**config.mk**
```make
export PLATFORM = sky130hd
export DESIGN_NAME = rbb_merge
export DESIGN_NICKNAME = d
export VERILOG_FILES = /design/src/design/rbb_pkg.sv /design/src/design/rbb_merge.sv
export SDC_FILE = /design/constraint.sdc
export NUM_CORES = 2
export LEC_CHECK = 0
export BUFFER_PORTS_ARGS = -buffer_cell sky130_fd_sc_hd__buf_2
export CAP_MARGIN = 0
export CELL_PAD_IN_SITES_DETAIL_PLACEMENT = 1
export CELL_PAD_IN_SITES_GLOBAL_PLACEMENT = 2
export CORE_AREA = 5 5 693 695
export DETAILED_ROUTE_END_ITERATION = 10
export DIE_AREA = 0 0 698 700
export GPL_ROUTABILITY_DRIVEN = 0
export PLACE_DENSITY_LB_ADDON = 0.1
export SYNTH_ARGS = -nofsm -noshare
export SYNTH_HDL_FRONTEND = slang
export SYNTH_SLANG_ARGS = --single-unit
export TNS_END_PERCENT = 20
```
**constraint.sdc**
```tcl
create_clock -name clk -period 4.9 [get_ports clk]
set_input_delay 0.735 -clock clk [delete_from_list [all_inputs] [get_ports clk]]
set_output_delay 0.735 -clock clk [all_outputs]
set_load 0.01 [all_outputs]
```
**src/design/rbb_pkg.sv**
```systemverilog
`timescale 1ns / 1ps
package rbb_pkg;

  localparam int DEF_MAX_WIDTH  = 1024;
  localparam int DEF_MAX_HEIGHT = 1024;
  localparam int DEF_MAX_HALF   = 20;

  localparam int RST_SIZE = 1024;
  localparam int RST_HALF = 7;

  localparam int PIX_W   = 8;
  localparam int NCH     = 3;
  localparam int FW_SIZE = 11;
  localparam int FW_HALF = 5;
  localparam int CFG_AW  = 4;
  localparam int CFG_DW  = 32;

  typedef enum logic [1:0] {
    REG_WIDTH  = 2'd0,
    REG_HEIGHT = 2'd1,
    REG_HALF_W = 2'd2,
    REG_HALF_H = 2'd3
  } rbb_reg_t;

  typedef enum logic {
    ACT_PIXEL = 1'b0,
    ACT_DRAIN = 1'b1
  } rbb_action_t;

  typedef enum logic [3:0] {
    S_IDLE,
    S_CHECK,
    S_PREP,
    S_LOAD,
    S_RUN,
    S_WAIT,
    S_FIN,
    S_SEND
  } rbb_state_t;

  // column sweep tag travelling alongside the lane data
  typedef struct packed {
    logic v;
    logic first;
    logic last;
  } rbb_tag_t;

endpackage

```
**src/design/rbb_merge.sv**
```systemverilog
`timescale 1ns / 1ps
module rbb_merge #(
  parameter int NL = 41,
  parameter int CW = 14,
  parameter int SW = 20
) (
  input  logic                                clk,
  input  logic                                rst_n,
  input  logic [NL-1:0][rbb_pkg::NCH-1:0][CW-1:0] prod,
  input  rbb_pkg::rbb_tag_t                   tag_in,
  output logic [rbb_pkg::NCH-1:0][SW-1:0]     sum,
  output logic                                done
);
  import rbb_pkg::*;

  localparam int N1 = (NL + 7) / 8;
  localparam int N2 = (N1 + 7) / 8;

  logic [N1-1:0][NCH-1:0][CW-1:0] s1_nxt, s1_r;
  logic [N2-1:0][NCH-1:0][CW-1:0] s2_nxt, s2_r;
  logic [NCH-1:0][CW-1:0]         s3_nxt, s3_r;
  logic [NCH-1:0][SW-1:0]         acc_r;
  rbb_tag_t                       t1_r, t2_r, t3_r;
  logic                           done_r;

  // three registered adder levels: two of eight-way adds, then one summing the rest
  always_comb begin
    for (int g = 0; g < N1; g++) begin
      for (int c = 0; c < NCH; c++) begin
        s1_nxt[g][c] = '0;
        for (int j = 0; j < 8; j++) begin
          if (g*8 + j < NL) begin
            s1_nxt[g][c] = s1_nxt[g][c] + prod[g*8 + j][c];
          end
        end
      end
    end
    for (int g = 0; g < N2; g++) begin
      for (int c = 0; c < NCH; c++) begin
        s2_nxt[g][c] = '0;
        for (int j = 0; j < 8; j++) begin
          if (g*8 + j < N1) begin
            s2_nxt[g][c] = s2_nxt[g][c] + s1_r[g*8 + j][c];
          end
        end
      end
    end
    for (int c = 0; c < NCH; c++) begin
      s3_nxt[c] = '0;
      for (int j = 0; j < N2; j++) begin
        s3_nxt[c] = s3_nxt[c] + s2_r[j][c];
      end
    end
  end

  always_ff @(posedge clk) begin
    s1_r <= s1_nxt;
    s2_r <= s2_nxt;
    s3_r <= s3_nxt;
    if (t3_r.v) begin
      for (int c = 0; c < NCH; c++) begin
        acc_r[c] <= t3_r.first ? SW'(s3_r[c]) : acc_r[c] + SW'(s3_r[c]);
      end
    end
  end

  always_ff @(posedge clk) begin
    if (!rst_n) begin
      t1_r   <= '0;
      t2_r   <= '0;
      t3_r   <= '0;
      done_r <= 1'b0;
    end else begin
      t1_r   <= tag_in;
      t2_r   <= t1_r;
      t3_r   <= t2_r;
      done_r <= t3_r.v && t3_r.last;
    end
  end

  assign sum  = acc_r;
  assign done = done_r;
endmodule

```
==> summary.txt <==
Worst setup path
  – WS Path Type: input pin to flop
  – R2R Path Start: s1_r[142]$_DFF_P_
  – CP max stage cell: a2111oi_0
  – Worst setup path startpoint: prod[464]
  – CP most frequent cell: fa_1
  – Worst path max stage delay: 0.69 ns
  – Crit path launch type: input pin
  – CP Data Required Time: 5.50 ns
  – CP arrival: 5.43 ns
  – Max FO, Critical Path: 3
  – Critical-path cell list: buf_2 -> fa_1 -> inv_1 -> fa_1 -> fa_1 -> fa_1 -> inv_1 -> ha_1 -> fa_1 -> a21o_1 -> a21oi_1 -> buf_4 -> o21bai_1 -> a2111oi_0 -> buf_4 -> or3_1 -> nand4_1
  – CP Capture Type: flop
  – R2R cell count: 15

Placed design
  – Dpl hpwl: 284 mm
  – I/O Buffers: 1787
  – Post-Place Cell Area: 74700 um^2
  – Placed cells: 14000

Floorplanning
  – Die area: 489000 um^2
  – Core Rows: 253
  – Initial Util: 11.9%
  – Chip Height: 700 um
  – I/O Pins: 1788
  – DIE WIDTH: 698 um
  – Area of the core: 473000 um^2

Global route
  – Gr usage total: 12.1%
  – First-pass GRT wire length: 412 mm
  – Pin count of the biggest net entering global routing: 54
  – Global route overflow: 0
  – Number of global-route vias before repair: 52900
  – Initial antenna violation count: 377

Min path
  – Critical hold path startpoint: prod[1695]
  – Worst Hold Class: input pin to flop
  – Min-Delay Path Depth: 1

Routing
  – DRC errors left: 0
  – DR pass1 iterations: 4
  – Vias per inst: 3.14
  – Via count: 44600
  – 1st-iter DRT viols: 1158
  – Routed length per instance: 21.1 um
  – Post-route ant nets: 0
  – Drt total wl: 299 mm

Synthesis
  – Largest cells by area after synthesis: fa_1 45%, inv_1 15%, dfxtp_1 12%, ha_1 6.4%, xnor2_1 5.3%
  – Synth cell count leaders: 2312 x inv_1, 1281 x fa_1, 346 x dfxtp_1, 339 x xnor2_1, 288 x ha_1
  – EDFF count, synth: 60
  – Synth Net Count: 9042
  – Unique cell type count in the Yosys netlist: 64
  – Top-count cell post-synth: inv_1
  – Post-Syn Area: 56400 um^2
  – Synthesis warning total: 0
  – Cell taking the most area after synthesis: fa_1
  – Post-synthesis area per instance: 9.81 um^2
  – Yosys top cell area share: 45.5%
  – Mapped Cells: 5746
  – Seq cells post-synth: 406
  – Async SR Flop Fraction: 0%
  – Main synth FF type: dfxtp_1
  – Seq/Total Area, Yosys: 15.5%

Cells and area
  – Share of cells above drive strength 1: 27.1%
  – Final-stage net count: 11100
  – Area growth syn-to-layout: 37.1%
  – Finished Layout Cells: 14200
  – Final Cell Area: 77300 um^2

Timing
  – Final Hold Fails: 0
  – Least-Margin Pin Slew: 1.02 ns
  – Crit path time final: 4.83 ns
  – Fin Setup TNS: 0 ns
  – Final setup viols: 0
  – Final Max Slew Viols: 0
  – FMAX: 0.207 GHz
  – Worst Clk Skew: 0.0512 ns
  – RSZ-0062 raised after global routing: no
  – Period utilization: 98.6%
  – Worst rel slew slack: 31.3%

Power and ir drop
  – Pleak: 39.7 nW
  – Switch Pwr: 39.5 mW
  – Maximum VDD drop: 0.00138 V
  – Total Power: 75.8 mW
  – Clock power frac: 6.4%
  – Gate power share: 84.6%
  – Switching part of the total power: 52.1%
  – Internal power: 36.3 mW
  – Pwr Density: 981 nW/um^2
  – Sequential Power Share: 9.1%

Clocking
  – H-tree depth: 2
  – Root Driver: clkbuf_16
  – Clk slew on worst S/H paths: 0.06 ns
  – CTS tree: yes
  – Longest Clk Path Bufs: 3
  – CTS Buf Count: 60
  – Clock Latency Late Sink: 0.72 ns
  – Post-CTS Setup Bufs: 0
  – # clock sinks: 406

Run status
  – Status: completed

Job
  – Max_cap viols: 0
flip-flops by register name, summed over array words and instances, names as in the netlist:
signal / count
s3_r: 42
done: 1
s2_r: 42
t1_r: 3
sum: 60
t3_r: 3
s1_r: 252
t2_r: 3
kinds of logic (layout without fill, tap and decap cells):
| family | Yosys count | in the layout | synth area share [%] |
|---|---|---|---|
| other | 0 | 102 | 0 |
| adder cells (fa/ha/maj) | 1569 | 1569 | 51.9 |
| buffers and inverters | 2327 | 4423 | 15.5 |
| multiplexers | 23 | 23 | 0.451 |
| AND/OR/NAND/NOR | 536 | 536 | 4.74 |
| XOR/XNOR | 398 | 398 | 6.18 |
| AO/OA/AOI/OAI | 487 | 487 | 5.75 |
| flip-flops | 406 | 406 | 15.5 |
final cells by class:
class | instances | area [um^2]
fillers | 55600 | 396000
multi-input cells | 3013 | 38900
repair buffers | 2002 | 10700
diodes | 102 | 255
clock buffers | 81 | 1730
clock inverters | 28 | 388
flip-flops and latches | 406 | 8740
well taps | 6247 | 7820
inverters | 2312 | 8680
path summary, 6_finish.rpt:
| path | endpoint | slack [ns] |
|---|---|---|
| worst min-delay path | s1_r[225]$_DFF_P_ | 0.13 |
| worst max register to register | s2_r[26]$_DFF_P_ | 0.66 |
| worst max-delay path | s1_r[54]$_DFF_P_ | 0.07 |
| worst min register to register | s3_r[2]$_DFF_P_ | 0.32 |
layout by cell type (no fill, tap or decap), types with 30 or more instances in the layout:
cell,count
dfxtp_1,344
xnor2_1,339
nor3_1,59
fa_1,1280
nor2b_1,42
nand3_1,51
xor2_1,59
inv_1,2312
edfxtp_1,60
o21ai_0,94
clkbuf_16,62
a21oi_1,145
nor2_1,122
nand2_1,119
ha_1,288
buf_2,1787
diode_2,102
buf_4,186
a21o_1,30
worst max-delay path, delay by kind of cell:
family          cells  cell delay, ns
compound gates      4            1.14
simple gates        2            0.17
buf+inv             5            0.61
fa+ha+maj           6            2.75
power by group through the flow:
stage                     registers, mW  clock network [mW]  logic (mW)
after CTS                          6.98                5.20        67.9
after global routing               7.07                5.27        73.8
after floorplan                    6.47                   0        38.5
final                              6.88                4.82        64.1
after global placement             7.04                   0        67.5
after detailed placement           7.04                   0        67.5
metal layers:
layer  global-route usage [%]  up-vias  share of wire, %
met5                        0        -              0.25
met3                     3.09      653               5.7
met4                     2.74      124               2.7
met1                     13.4    22000                38
met2                     22.8     1325                54
li1                         -    20600                 -
per-stage QoR:
| step | hold WS [ns] | utilization, % | setup slack [ns] |
|---|---|---|---|
| after global routing | 0.0265 | 16.3 | 0.0164 |
| final | 0.126 | 16.3 | 0.0701 |
| after floorplan | 0.310 | - | 0.00271 |
| after global placement | 0.314 | 15.8 | -0.768 |
| after detailed placement | 0.313 | 15.8 | -0.762 |
| after CTS | 0.000389 | 16.3 | 0.0893 |
repair_timing:
| item | CTS | global route |
|---|---|---|
| hold buffers | 18 | 0 |
| endpoints found under the hold margin | 18 | 0 |
| endpoints found under the setup margin | 0 | 4 |
| resized for setup | 0 | 3 |
Note: power is estimated with default switching activity, not from simulation.
