--- src/design/rbb_pkg.sv ---
`timescale 1ns / 1ps
package rbb_pkg;

  localparam int DEF_MAX_WIDTH  = 1024;
  localparam int DEF_MAX_HEIGHT = 1024;
  localparam int DEF_MAX_HALF   = 20;

  localparam int RST_SIZE = 1024;
  localparam int RST_HALF = 7;

  localparam int PIX_W   = 8;
  localparam int NCH     = 3;
  localparam int FW_SIZE = 11;
  localparam int FW_HALF = 5;
  localparam int CFG_AW  = 4;
  localparam int CFG_DW  = 32;

  typedef enum logic [1:0] {
    REG_WIDTH  = 2'd0,
    REG_HEIGHT = 2'd1,
    REG_HALF_W = 2'd2,
    REG_HALF_H = 2'd3
  } rbb_reg_t;

  typedef enum logic {
    ACT_PIXEL = 1'b0,
    ACT_DRAIN = 1'b1
  } rbb_action_t;

  typedef enum logic [3:0] {
    S_IDLE,
    S_CHECK,
    S_PREP,
    S_LOAD,
    S_RUN,
    S_WAIT,
    S_FIN,
    S_SEND
  } rbb_state_t;

  // column sweep tag travelling alongside the lane data
  typedef struct packed {
    logic v;
    logic first;
    logic last;
  } rbb_tag_t;

endpackage

--- src/design/rbb_div.sv ---
`timescale 1ns / 1ps
module rbb_div #(
  parameter int SW = 20,
  parameter int AW = 12
) (
  input  logic                                 clk,
  input  logic                                 rst_n,
  input  logic                                 start,
  input  logic [rbb_pkg::NCH-1:0][SW-1:0]      num,
  input  logic [AW-1:0]                        area,
  output logic [rbb_pkg::NCH-1:0][rbb_pkg::PIX_W-1:0] quo,
  output logic                                 done
);
  import rbb_pkg::*;

  localparam int NB  = SW + 1;
  localparam int CNW = $clog2(NB + 1);

  logic [NCH-1:0][NB-1:0] dvd_r, dvd_nxt;
  logic [NCH-1:0][AW-1:0] rem_r, rem_nxt;
  logic [AW-1:0]          area_r;
  logic [CNW-1:0]         cnt_r;
  logic                   busy_r, done_r;
  logic [AW:0]            trial, diff;

  // restoring division, one quotient bit per cycle for all channels
  always_comb begin
    trial = '0;
    diff  = '0;
    for (int c = 0; c < NCH; c++) begin
      trial = {rem_r[c], dvd_r[c][NB-1]};
      diff  = trial - {1'b0, area_r};
      if (trial >= {1'b0, area_r}) begin
        rem_nxt[c] = diff[AW-1:0];
        dvd_nxt[c] = {dvd_r[c][NB-2:0], 1'b1};
      end else begin
        rem_nxt[c] = trial[AW-1:0];
        dvd_nxt[c] = {dvd_r[c][NB-2:0], 1'b0};
      end
    end
  end

  always_ff @(posedge clk) begin
    if (start) begin
      area_r <= area;
      for (int c = 0; c < NCH; c++) begin
        dvd_r[c] <= NB'(num[c]) + NB'(area >> 1);
        rem_r[c] <= '0;
      end
    end else if (busy_r) begin
      dvd_r <= dvd_nxt;
      rem_r <= rem_nxt;
    end
  end

  always_ff @(posedge clk) begin
    if (!rst_n) begin
      busy_r <= 1'b0;
      done_r <= 1'b0;
      cnt_r  <= '0;
    end else begin
      done_r <= 1'b0;
      if (start) begin
        busy_r <= 1'b1;
        cnt_r  <= CNW'(NB);
      end else if (busy_r) begin
        cnt_r <= cnt_r - CNW'(1);
        if (cnt_r == CNW'(1)) begin
          busy_r <= 1'b0;
          done_r <= 1'b1;
        end
      end
    end
  end

  always_comb begin
    for (int c = 0; c < NCH; c++) begin
      quo[c] = dvd_r[c][PIX_W-1:0];
    end
  end

  assign done = done_r;
endmodule

--- config.mk ---
export PLATFORM = sky130hd
export DESIGN_NAME = rbb_div
export DESIGN_NICKNAME = d
export VERILOG_FILES = /design/src/design/rbb_pkg.sv /design/src/design/rbb_div.sv
export SDC_FILE = /design/constraint.sdc
export NUM_CORES = 1
export LEC_CHECK = 0
export ABC_AREA = 1
export BUFFER_PORTS_ARGS = -buffer_cell sky130_fd_sc_hd__buf_2
export CAP_MARGIN = 30
export CORE_MARGIN = 2
export CORE_UTILIZATION = 31
export CTS_BUF_LIST = sky130_fd_sc_hd__clkbuf_4
export DETAILED_ROUTE_END_ITERATION = 10
export GPL_ROUTABILITY_DRIVEN = 1
export PLACE_DENSITY = 0.59
export SYNTH_ARGS = -nofsm -noshare
export SYNTH_HDL_FRONTEND = slang
export SYNTH_SLANG_ARGS = --single-unit
--- constraint.sdc ---
create_clock -name clk -period 2.1 [get_ports clk]
set_input_delay 0.105 -clock clk [delete_from_list [all_inputs] [get_ports clk]]
set_output_delay 0.105 -clock clk [all_outputs]
set_load 0.1 [all_outputs]
==> summary.md, run 1 <==
| Metric | Value |
|---|---|
| Worst reg2reg path endpoint | quo[16] |
| Post-route ant nets | 0 |
| Vias post-DR | 9743 |
| Hpwl dp | 21.2 mm |
| CP required | 2380 ps |
| GRT Total Usage | 0.170 |
| Maximum ir drop on the vdd rail | 438 uV |
| Synth cell count leaders | 542 x nand2_1, 198 x inv_1, 138 x nand3_1 |
| Std-Cell Rows | 65 |
| H-tree levels | 4 |
| Maximum buffer depth of the clock tree | 2 |
| Pin slew with the least headroom to its limit | 560 ps |
| Sequential share of the synthesized area | 0.314 |
| Vias per inst | 4.83 |
| WL final | 28.5 mm |
| DRC viols | 0 |
| Design area | 11700 sq um |
| Min-delay src | num[21] |
| Die footprint | 33500 sq um |
| EDFF count, synth | 75 |
| TritonCTS Buffers | 17 |
| Hold crit path type | in2reg |
| Io pins | 100 |
| Outcome | finished clean |
| Final min period | 2040 ps |
| Sum Neg Setup Slack | 0 ps |
| Nets | 1755 |
| Critical path class | in2reg |
| Hold Slack | 61.5 ps |
| Max cap viols | 0 |
| Fmax | 489 MHz |
| Clk root buf | clkbuf_4 |
| R2R Path Start | area_r[7] |
| Initial antenna violation count | 1 |
| Layout area overhead | 17.4% |
| Pre-antenna DRT Iters | 6 |
| Post-synth top area share | 0.227 |
| RePlAce Congestion | 0.940 |
| Worst clock skew | 30.7 ps |
| Largest net degree at the start of global routing | 74 |
| Distinct cell type count after synthesis | 43 |
| Max FO, Critical Path | 4 |
| Cell Pwr Density | 589 nW/um^2 |
| Port bufs | 99 |
| Element type at the critical path start | input port |
| Post-synth ARST share | 0 |
| Synth area leader | edfxtp_1 |
| Die width | 183 um |
| Reg clk slew, reported paths | 110 ps |
| Tcrit/Tclk final | 0.974 |
| Arr. time, crit path | 2330 ps |
| Dpl cell area | 10800 sq um |
| Hold Vio Cnt, Final | 0 |
| FILL cells | 3347 |
| Crit end category | register |
| Max-slew violations | 0 |
| RSZ-0062 raised after global routing | false |
| Worst slew margin | 0.629 |
| Reg2Reg Depth | 10 |
| Post-layout util | 0.369 |
| Flop2flop setup slack | 110 ps |
| CTS sink count | 118 |
| Syn nets | 1625 |
| Core ar. | 31600 sq um |
| Vias in the first global route | 9230 |
| Post-synthesis cell count | 1473 |
| LEAKAGE | 5.91 nW |
| CTS tree | done |
| Syn avg cell area | 6.74 sq um |
| Top FF cell, synth | edfxtp_1 |
| Worst hold stages | 4 |
| Synth Cell Area | 9930 sq um |
| Setup violations, final | 0 |
| Synthesis-stage register bit count | 118 |
| Top post-synthesis cells by area | edfxtp_1 23%, nand2_1 20%, ha_1 8.9% |
| Layout cells sized above 1 | 0.144 |
| Synthesis warning total | 0 |
| Gr ovfl total | 0 |
| Sink of the worst hold path | quo[9] |
| Die height | 183 um |
| Starting density of the core | 0.315 |
| First-pass GRT wire length | 45.3 mm |
| Clk_lat worst skew | 540 ps |
| Iter 0 DRT Violations | 605 |
| WL per Instance | 14.1 um |
| Most common cell in the netlist | nand2_1 |
layer usage:
metal  share of wire  vias to the layer above  global-route usage  wire length [um]
li1                -                     4997                   -                 -
met1            0.47                     4433               0.221             13300
met2            0.46                      269               0.279             13000
met3           0.047                       44              0.0278              1350
met4           0.030                        0              0.0691               858
met5               0                        -                   0                 0
layout make-up:
| class | count | area, sq um | area share |
|---|---|---|---|
| Timing Repair Buffer | 167 | 1150 | 0.0986 |
| Clock inverter | 12 | 184 | 0.0158 |
| Clock buffer | 19 | 143 | 0.0122 |
| Multi-Input combinational cell | 1096 | 5800 | 0.497 |
| Tap cell | 402 | 503 | 0.0432 |
| Antenna cell | 1 | 2.50 | 0.000215 |
| Inverter | 203 | 766 | 0.0657 |
| Sequential cell | 118 | 3110 | 0.267 |
state kept, by name, indices dropped and copies added, names as in the netlist:
name    cells
cnt_r       5
done        1
rem_r      36
quo        24
area_r     12
dvd_r      39
busy_r      1
cells in the final DEF, fill, tap and decap left out, types with 6 or more instances in the layout:
master,Yosys,final
a21oi_1,38,37
ha_2,0,6
inv_2,5,13
buf_2,13,99
inv_1,198,189
nand2_2,9,10
clkbuf_4,0,19
edfxtp_1,75,75
xnor2_1,20,20
fa_1,6,6
nand2_1,542,541
nor2_1,85,84
nor3_1,19,18
or2_2,10,10
o21ai_0,32,30
buf_4,24,20
dlygate4sd3_1,0,44
ha_1,71,64
nand4_1,50,50
nand3_1,138,133
nor2_2,9,9
xor2_1,6,6
nand3_2,16,21
nand3b_1,9,9
dfxtp_1,43,43
stage by stage:
step / worst slack [ps] / total power, mW / cells
finish: 55.0 / 6.87 / 2018
global route: 2.81 / 7.23 / 2018
CTS: 51.3 / 6.90 / 2016
detailed placement: 73.5 / 4.86 / 1941
global placement: 101 / 4.85 / 1941
floorplan: 107 / 4.41 / 1473
worst max path at each step:
stage                     depth (start not counted)  slack (ps)  startpoint         to
after floorplan                                   3         110      busy_r  dvd_r[10]
after global placement                            9         100   area_r[9]  rem_r[30]
after detailed placement                         10          70   area_r[7]    quo[16]
after CTS                                        10          50   area_r[7]    quo[16]
after global routing                             12           3     area[2]  dvd_r[55]
final                                            11          60     area[1]  dvd_r[50]
cell families (layout without fill, tap and decap cells):
| family | Yosys count | count (layout) | share of synthesized area |
|---|---|---|---|
| xor gates and xnor gates | 26 | 26 | 0.0229 |
| AOI/OAI and AO/OA | 86 | 86 | 0.0478 |
| adders and majority gates | 77 | 77 | 0.102 |
| buffers and inverters | 260 | 401 | 0.112 |
| and+or+nand+nor | 906 | 907 | 0.402 |
| other | 0 | 1 | 0 |
| DFF | 118 | 118 | 0.314 |
where the power goes:
part	internal, mW	switching (mW)
Combinational	0.620	1.48
Sequential	2.71	0.0985
Clock	1.07	0.896
Total	4.40	2.47
worst max-delay path, cell delays in order:
cell and delay (ps):
dlygate4sd3_1 530, buf_2 180, ha_1 240, fa_1 390
nand2_1 100, nand3_1 110, nand3_1 100, nand3_1 150
or2_2 310, nand3_1 70, nand2_1 50
timing repair:
action	4_1_cts	5_1_grt
resized for setup	0	29
setup buffers	0	0
hold buffers	44	0
endpoints found under the hold margin	52	0
setup endpoints to repair	0	31
(Power assumes the default switching activity.)
==> inputs of run 2 (changes only) <==
--- a/config.mk
+++ b/config.mk
@@ -13,7 +13,6 @@
 export CTS_BUF_LIST = sky130_fd_sc_hd__clkbuf_4
 export DETAILED_ROUTE_END_ITERATION = 10
 export GPL_ROUTABILITY_DRIVEN = 1
-export PLACE_DENSITY = 0.59
 export SYNTH_ARGS = -nofsm -noshare
 export SYNTH_HDL_FRONTEND = slang
 export SYNTH_SLANG_ARGS = --single-unit
==> run 2 against run 1 <==
Register-to-register slack lost 40 ps. Hold slack lost 14 ps. Die area unchanged. Fmax rose by 0.54%. Worst setup slack gained 11 ps. Sequential power barely moved. Count of clock-buffer cells in the layout shrank 2. Global-route usage rose by 0.083 points. Core utilization is 0.24 points higher. Combinational power hardly changed. Design area grew 0.66%. Critical path depth is 1 higher.
==> summary.md, run 2 (synthesis gave the netlist of run 1 again) <==
| Metric | Value |
|---|---|
| Cell at the slowest stage of the critical path | edfxtp_1 |
| Worst slew margin | 0.653 (+0.0241) |
| Worst hold stages | 4 (unchanged) |
| Maximum buffer depth of the clock tree | 2 (unchanged) |
| CTS sink count | 118 (unchanged) |
| Pre-CTS setup slack | 45.1 ps (-28.4 ps) |
| Pin slew with the least headroom to its limit | 524 ps (-36.3 ps) |
| Iter 0 DRT Violations | 567 (-6.3%) |
| Vias per inst | 4.83 (about the same) |
| Vias post-DR | 9787 (+0.45%) |
| Setup ws final | 66.1 ps (+11.1 ps) |
| RSZ-0062 raised after global routing | true |
| DRC viols | 0 (unchanged) |
| RePlAce Congestion | 0.944 (+0.44%) |
| CP max stage delay | 420 ps (-110 ps) |
| Hold crit path type | in2reg |
| Reg2Reg Depth | 12 (+2) |
| LEAKAGE | 5.92 nW (+0.32%) |
| Std-Cell Rows | 65 (unchanged) |
| CTS tree | done |
| R2R Path Start | area_r[7] |
| Hold Vio Cnt, Final | 0 (unchanged) |
| Crit end category | register |
| Max-slew violations | 0 (unchanged) |
| Cell Pwr Density | 576 nW/um^2 (-2.2%) |
| Maximum ir drop on the vdd rail | 321 uV (-27%) |
| WL final | 28.6 mm (+0.46%) |
| Layout cells sized above 1 | 0.150 (+0.00659) |
| Largest Register | dvd_r |
| Cell mode on critical path | nand2_1 |
| Reg clk slew, reported paths | 130 ps (+20 ps) |
| Die width | 183 um (unchanged) |
| Family with the most delay on the worst path | simple AND/OR/NAND/NOR gates |
| Flop2flop setup slack | 70 ps (-40 ps) |
| CP Cell Sequence | inv_2, ha_2, nand2_2, inv_1, nand2_1, nand2_1, a21oi_4, buf_4, nand3_4, nand3_2, nand3_1, nand2_1 |
| Die height | 183 um (unchanged) |
| Commonest non-fill, non-tap cell in the layout | nand2_1 |
| H-tree levels | 4 (unchanged) |
| Post-route ant nets | 0 (unchanged) |
| Min-delay src | num[22] |
| Worst clock skew | 25.2 ps (-5.53 ps) |
| Most frequent cells in the layout | 540 x nand2_1, 186 x inv_1, 134 x nand3_1 |
| Element type at the critical path start | register |
| Initial antenna violation count | 3 (+2) |
| Tcrit/Tclk final | 0.969 (-0.00526) |
| Final min period | 2030 ps (-11.1 ps) |
| FILL cells | 3349 (+0.060%) |
| Layout area overhead | 18.1% |
| Final Power | 6.76 mW (-1.6%) |
| Pre-antenna DRT Iters | 5 (-1) |
| Largest net degree at the start of global routing | 74 (unchanged) |
| Crit path buf inv count | 3 (+1) |
| GRT Total Usage | 0.170 (+0.000829) |
| Nets | 1763 (+0.46%) |
| TritonCTS Buffers | 17 (unchanged) |
| Fmax | 492 MHz (+0.54%) |
| Vias in the first global route | 9412 (+2.0%) |
| Largest register FFs | 39 (unchanged) |
| Clk_lat worst skew | 580 ps (+40 ps) |
| Die footprint | 33500 sq um (unchanged) |
| Core ar. | 31600 sq um (unchanged) |
| First-pass GRT wire length | 45.7 mm (+0.70%) |
| Max FO, Critical Path | 7 (+3) |
| Io pins | 100 (unchanged) |
| Critical path class | reg2reg |
| Max cap viols | 0 (unchanged) |
| Clk root buf | clkbuf_4 |
| Dpl cell area | 10800 sq um (+0.21%) |
| Worst reg2reg path endpoint | rem_r[31] |
| Starting density of the core | 0.315 (unchanged) |
| Design area | 11700 sq um (+0.66%) |
| Gr ovfl total | 0 (unchanged) |
| Setup violations, final | 0 (unchanged) |
| Port bufs | 99 (unchanged) |
| Outcome | finished clean |
| Hpwl dp | 21.5 mm (+1.3%) |
| CP required | 2640 ps (+260 ps) |
| Arr. time, crit path | 2570 ps (+240 ps) |
| WL per Instance | 14.1 um (about the same) |
| Sink of the worst hold path | quo[10] |
==> run 2: changes by cell type in the layout (fill, tap and decap cells not counted), sizes merged <==
cell,change
buf,+6
bufinv,-2
clkbuf,-2
clkinv,-2
clkinvlp,+4
dlygate4sd3,+2
inv,+3
==> run 2: final cells by class <==
type	instances	area (sq um)	share of cell area
multi-input cells	1096	5830	0.497
flip-flops and latches	118	3110	0.265
repair buffers	175	1210	0.103
inverters	203	768	0.0655
well taps	402	503	0.0429
clock inverters	15	179	0.0153
clock buffers	17	128	0.0109
diodes	1	2.50	0.000213
==> run 2: where the power goes <==
group	total (mW)	internal, mW	switching [mW]
combinational	2.11	0.631	1.48
clock	1.84	0.828	1.01
sequential	2.81	2.71	0.101
total	6.76	4.17	2.59
==> run 2: how the worst max path moves through the flow <==
stage	from	cells past startpoint	slack, ps	end
2_1_floorplan	busy_r	3	110	dvd_r[10]
3_3_place_gp	area[1]	10	70	dvd_r[50]
3_5_place_dp	area_r[7]	10	50	quo[16]
6_report	area_r[7]	12	70	rem_r[31]
4_1_cts	area_r[0]	11	0.3	rem_r[6]
5_1_grt	area_r[7]	12	-40	rem_r[33]
==> run 2: worst reg2reg max path: cells and delay by family, from the launching register on <==
family                   cells  cell delay, ps
adder cells (fa/ha/maj)      1             330
buffers and inverters        3             340
AO/OA/AOI/OAI                1             210
AND/OR/NAND/NOR              7             690
flip-flops                   1             420
==> run 2: timing repair <==
| action | CTS | global route |
|---|---|---|
| hold endpoints to repair | 54 | 0 |
| gates resized for setup | 0 | 38 |
| hold buffers | 46 | 0 |
| endpoints found under the setup margin | 0 | 42 |
| buffers inserted | 0 | 3 |
==> run 2: layer usage <==
metal  part of all wire  global-route usage  vias up
li1                   -                   -     5028
met5            0.00094                   0        -
met2               0.47               0.295      281
met3              0.059              0.0318       33
met1               0.46               0.220     4441
met4              0.012              0.0400        4
==> run 2: through the flow <==
stage	hold slack, ps	std cells	utilization	TNS, ps
floorplan	204	1473	-	0
global placement	355	1944	0.343	0
detailed placement	337	1944	0.343	0
CTS	13.3	2022	0.367	0
global route	55.8	2027	0.372	-293
finish	47.5	2027	0.372	0
==> inputs of run 3 (changes only) <==
==> constraint.sdc (replaced) <==
create_clock -name clk -period 2.1 [get_ports clk]
set_input_delay 0.525 -clock clk [delete_from_list [all_inputs] [get_ports clk]]
set_output_delay 0.525 -clock clk [all_outputs]
set_load 0.1 [all_outputs]
==> run 3 against run 2 <==
Sequential power hardly changed. Fmax is 1.1% lower. Largest power group unchanged. Worst setup slack worse by 23 ps. Critical endpoint is now rem_r[30]. Cell count is 0.84% higher. Critical path type unchanged. Flip-flop and latch count stayed put. Sequential share of layout area hardly changed. Highest routed layer unchanged. Via count is 0.90% lower. Routed wire length is 3.1% lower. Combinational power is 4% higher.
==> summary.md, run 3 (synthesis gave the netlist of run 1 again) <==
| Metric | Value |
|---|---|
| RSZ-0062 raised after global routing | true |
| Worst slew margin | 0.652 (-0.00104) |
| Tcrit/Tclk final | 0.980 (+0.0111) |
| Element type at the critical path start | register |
| Max FO, Critical Path | 3 (-4) |
| LEAKAGE | 6.04 nW (+1.9%) |
| Initial antenna violation count | 4 (+1) |
| Worst hold stages | 1 (-3) |
| CP required | 2570 ps (-70 ps) |
| CTS sink count | 118 (unchanged) |
| Starting density of the core | 0.315 (unchanged) |
| Hold crit path type | in2reg |
| Std-Cell Rows | 65 (unchanged) |
| CP Cell Sequence | ha_1, fa_1, inv_1, nand3_1, nand3_1, nand2_1, a21boi_0, o21ai_0, nand3_1, nand2_1 |
| Crit path buf inv count | 1 (-2) |
| Max-slew violations | 0 (unchanged) |
| Part of the power in combinational logic | 0.330 (+0.018) |
| Fmax | 486 MHz (-1.1%) |
| Worst reg2reg path endpoint | rem_r[30] |
| Most frequent cells in the layout | 542 x nand2_1, 187 x inv_1, 135 x nand3_1 |
| Cell mode on critical path | nand3_1 |
| Min-delay src | area[0] |
| CTS tree | done |
| Die height | 183 um (unchanged) |
| Cell at the slowest stage of the critical path | edfxtp_1 |
| Sw Share | 0.393 (+0.0100) |
| Cell Pwr Density | 567 nW/um^2 (-1.6%) |
| Die width | 183 um (unchanged) |
| Clk root buf | clkbuf_4 |
| TritonCTS Buffers | 17 (unchanged) |
| Clk_lat worst skew | 560 ps (-20 ps) |
| Vias per inst | 4.75 (-1.7%) |
| Nets | 1779 (+0.91%) |
| Post-CTS Hold Buffers | 0 (-100%) |
| Vias in the first global route | 9180 (-2.5%) |
| FILL cells | 3396 (+1.4%) |
| CP max stage delay | 550 ps (+130 ps) |
| Pint | 4.03 mW (-3.3%) |
| RePlAce Congestion | 0.892 (-5.5%) |
| Critical path class | reg2reg |
| Largest Register | dvd_r |
| Pre-antenna DRT Iters | 5 (unchanged) |
| Commonest non-fill, non-tap cell in the layout | nand2_1 |
| Port bufs | 99 (unchanged) |
| Vias post-DR | 9699 (-0.90%) |
| Max cap viols | 0 (unchanged) |
| Io pins | 100 (unchanged) |
| Reg clk slew, reported paths | 130 ps (about the same) |
| Final min period | 2060 ps (+23.4 ps) |
| Sink of the worst hold path | area_r[0] |
| First-pass GRT wire length | 45.2 mm (-1.0%) |
| Sequential Power Share | 0.423 (+0.007) |
| GRT Total Usage | 0.168 (-0.00277) |
| Die footprint | 33500 sq um (unchanged) |
| Pin slew with the least headroom to its limit | 525 ps (+1.57 ps) |
| H-tree levels | 4 (unchanged) |
| WL per Instance | 13.5 um (-3.9%) |
| Post-route ant nets | 0 (unchanged) |
| Outcome | finished clean |
| Reg2Reg Depth | 10 (-2) |
| Crit end category | register |
| Gr ovfl total | 0 (unchanged) |
| Largest net degree at the start of global routing | 41 (-45%) |
| Core ar. | 31600 sq um (unchanged) |
| Hold Slack | 180 ps (+133 ps) |
| Sw Pwr | 2.61 mW (+0.85%) |
| Hold Vio Cnt, Final | 0 (unchanged) |
| WL final | 27.7 mm (-3.1%) |
| Maximum ir drop on the vdd rail | 292 uV (-9.0%) |
| Iter 0 DRT Violations | 548 (-3.4%) |
| Setup violations, final | 0 (unchanged) |
| Layout area overhead | 18.0% |
| Arr. time, crit path | 2530 ps (-40 ps) |
| Post-layout util | 0.371 (-0.000555) |
| Clock Power Share | 0.247 (-0.025) |
| Layout cells sized above 1 | 0.184 (+0.0333) |
| Largest register FFs | 39 (unchanged) |
| Worst clock skew | 23.1 ps (-2.14 ps) |
| Hpwl dp | 21.5 mm (about the same) |
| Family with the most delay on the worst path | adder cells |
| Maximum buffer depth of the clock tree | 2 (unchanged) |
| DRC viols | 0 (unchanged) |
| R2R Path Start | area_r[0] |
| Flop2flop setup slack | 40 ps (-20 ps) |
-- run 3: worst register-to-register path: stages, from the launching register on --
cell and delay, ps:
edfxtp_1 550, ha_1 280, fa_1 400, inv_1 90
nand3_1 60, nand3_1 130, nand2_1 80, a21boi_0 160
o21ai_0 100, nand3_1 80, nand2_1 40
-- run 3: repair_timing --
action                     4_1_cts  5_1_grt
setup buffers                    0        2
setup endpoints to repair        0       27
gates resized for setup          0       27
-- run 3: through the flow --
stage | worst slack [ps] | area, sq um | power [mW] | setup TNS (ps) | cells
global placement | -361 | 11300 | 5.03 | -6960 | 2006
detailed placement | -394 | 11300 | 5.04 | -8130 | 2006
CTS | 21.1 | 11600 | 6.68 | 0 | 2038
global route | -54.4 | 11700 | 7.03 | -201 | 2044
finish | 42.7 | 11700 | 6.64 | 0 | 2044
floorplan | -89.5 | 9950 | 4.42 | -5710 | 1473
-- run 3: final cells by class --
class                           count  area, sq um  share of cell area
Multi-Input combinational cell   1096         5790               0.494
Sequential cell                   118         3110               0.266
Timing Repair Buffer              191         1270               0.108
Inverter                          203          766              0.0654
Tap cell                          402          503              0.0429
Clock inverter                     15          144              0.0123
Clock buffer                       17          128              0.0109
Antenna cell                        2         5.00            0.000427
-- run 3: how the worst max path moves through the flow --
stage / from / end / slack (ps) / cells after the start
floorplan: start / dvd_r[10] / -90 / 3
global placement: area[1] / dvd_r[58] / -360 / 12
detailed placement: area[1] / dvd_r[62] / -390 / 12
CTS: area_r[0] / rem_r[6] / 20 / 11
global route: area_r[0] / rem_r[6] / -50 / 11
finish: area_r[0] / rem_r[30] / 40 / 10
-- run 3: power by group through the flow --
stage / sequential, mW / clock [mW] / combinational (mW)
3_3_place_gp: 2.86 / 0 / 2.17
5_1_grt: 2.83 / 1.77 / 2.42
4_1_cts: 2.81 / 1.68 / 2.19
3_5_place_dp: 2.86 / 0 / 2.18
2_1_floorplan: 2.82 / 0 / 1.60
6_report: 2.81 / 1.64 / 2.19
-- run 3: routing by layer --
metal,vias to the layer above,routed length [um],global-route usage
met5,-,23,0
met2,208,12700,0.281
li1,5058,-,-
met4,4,425,0.0426
met3,34,1410,0.0353
met1,4395,13100,0.220
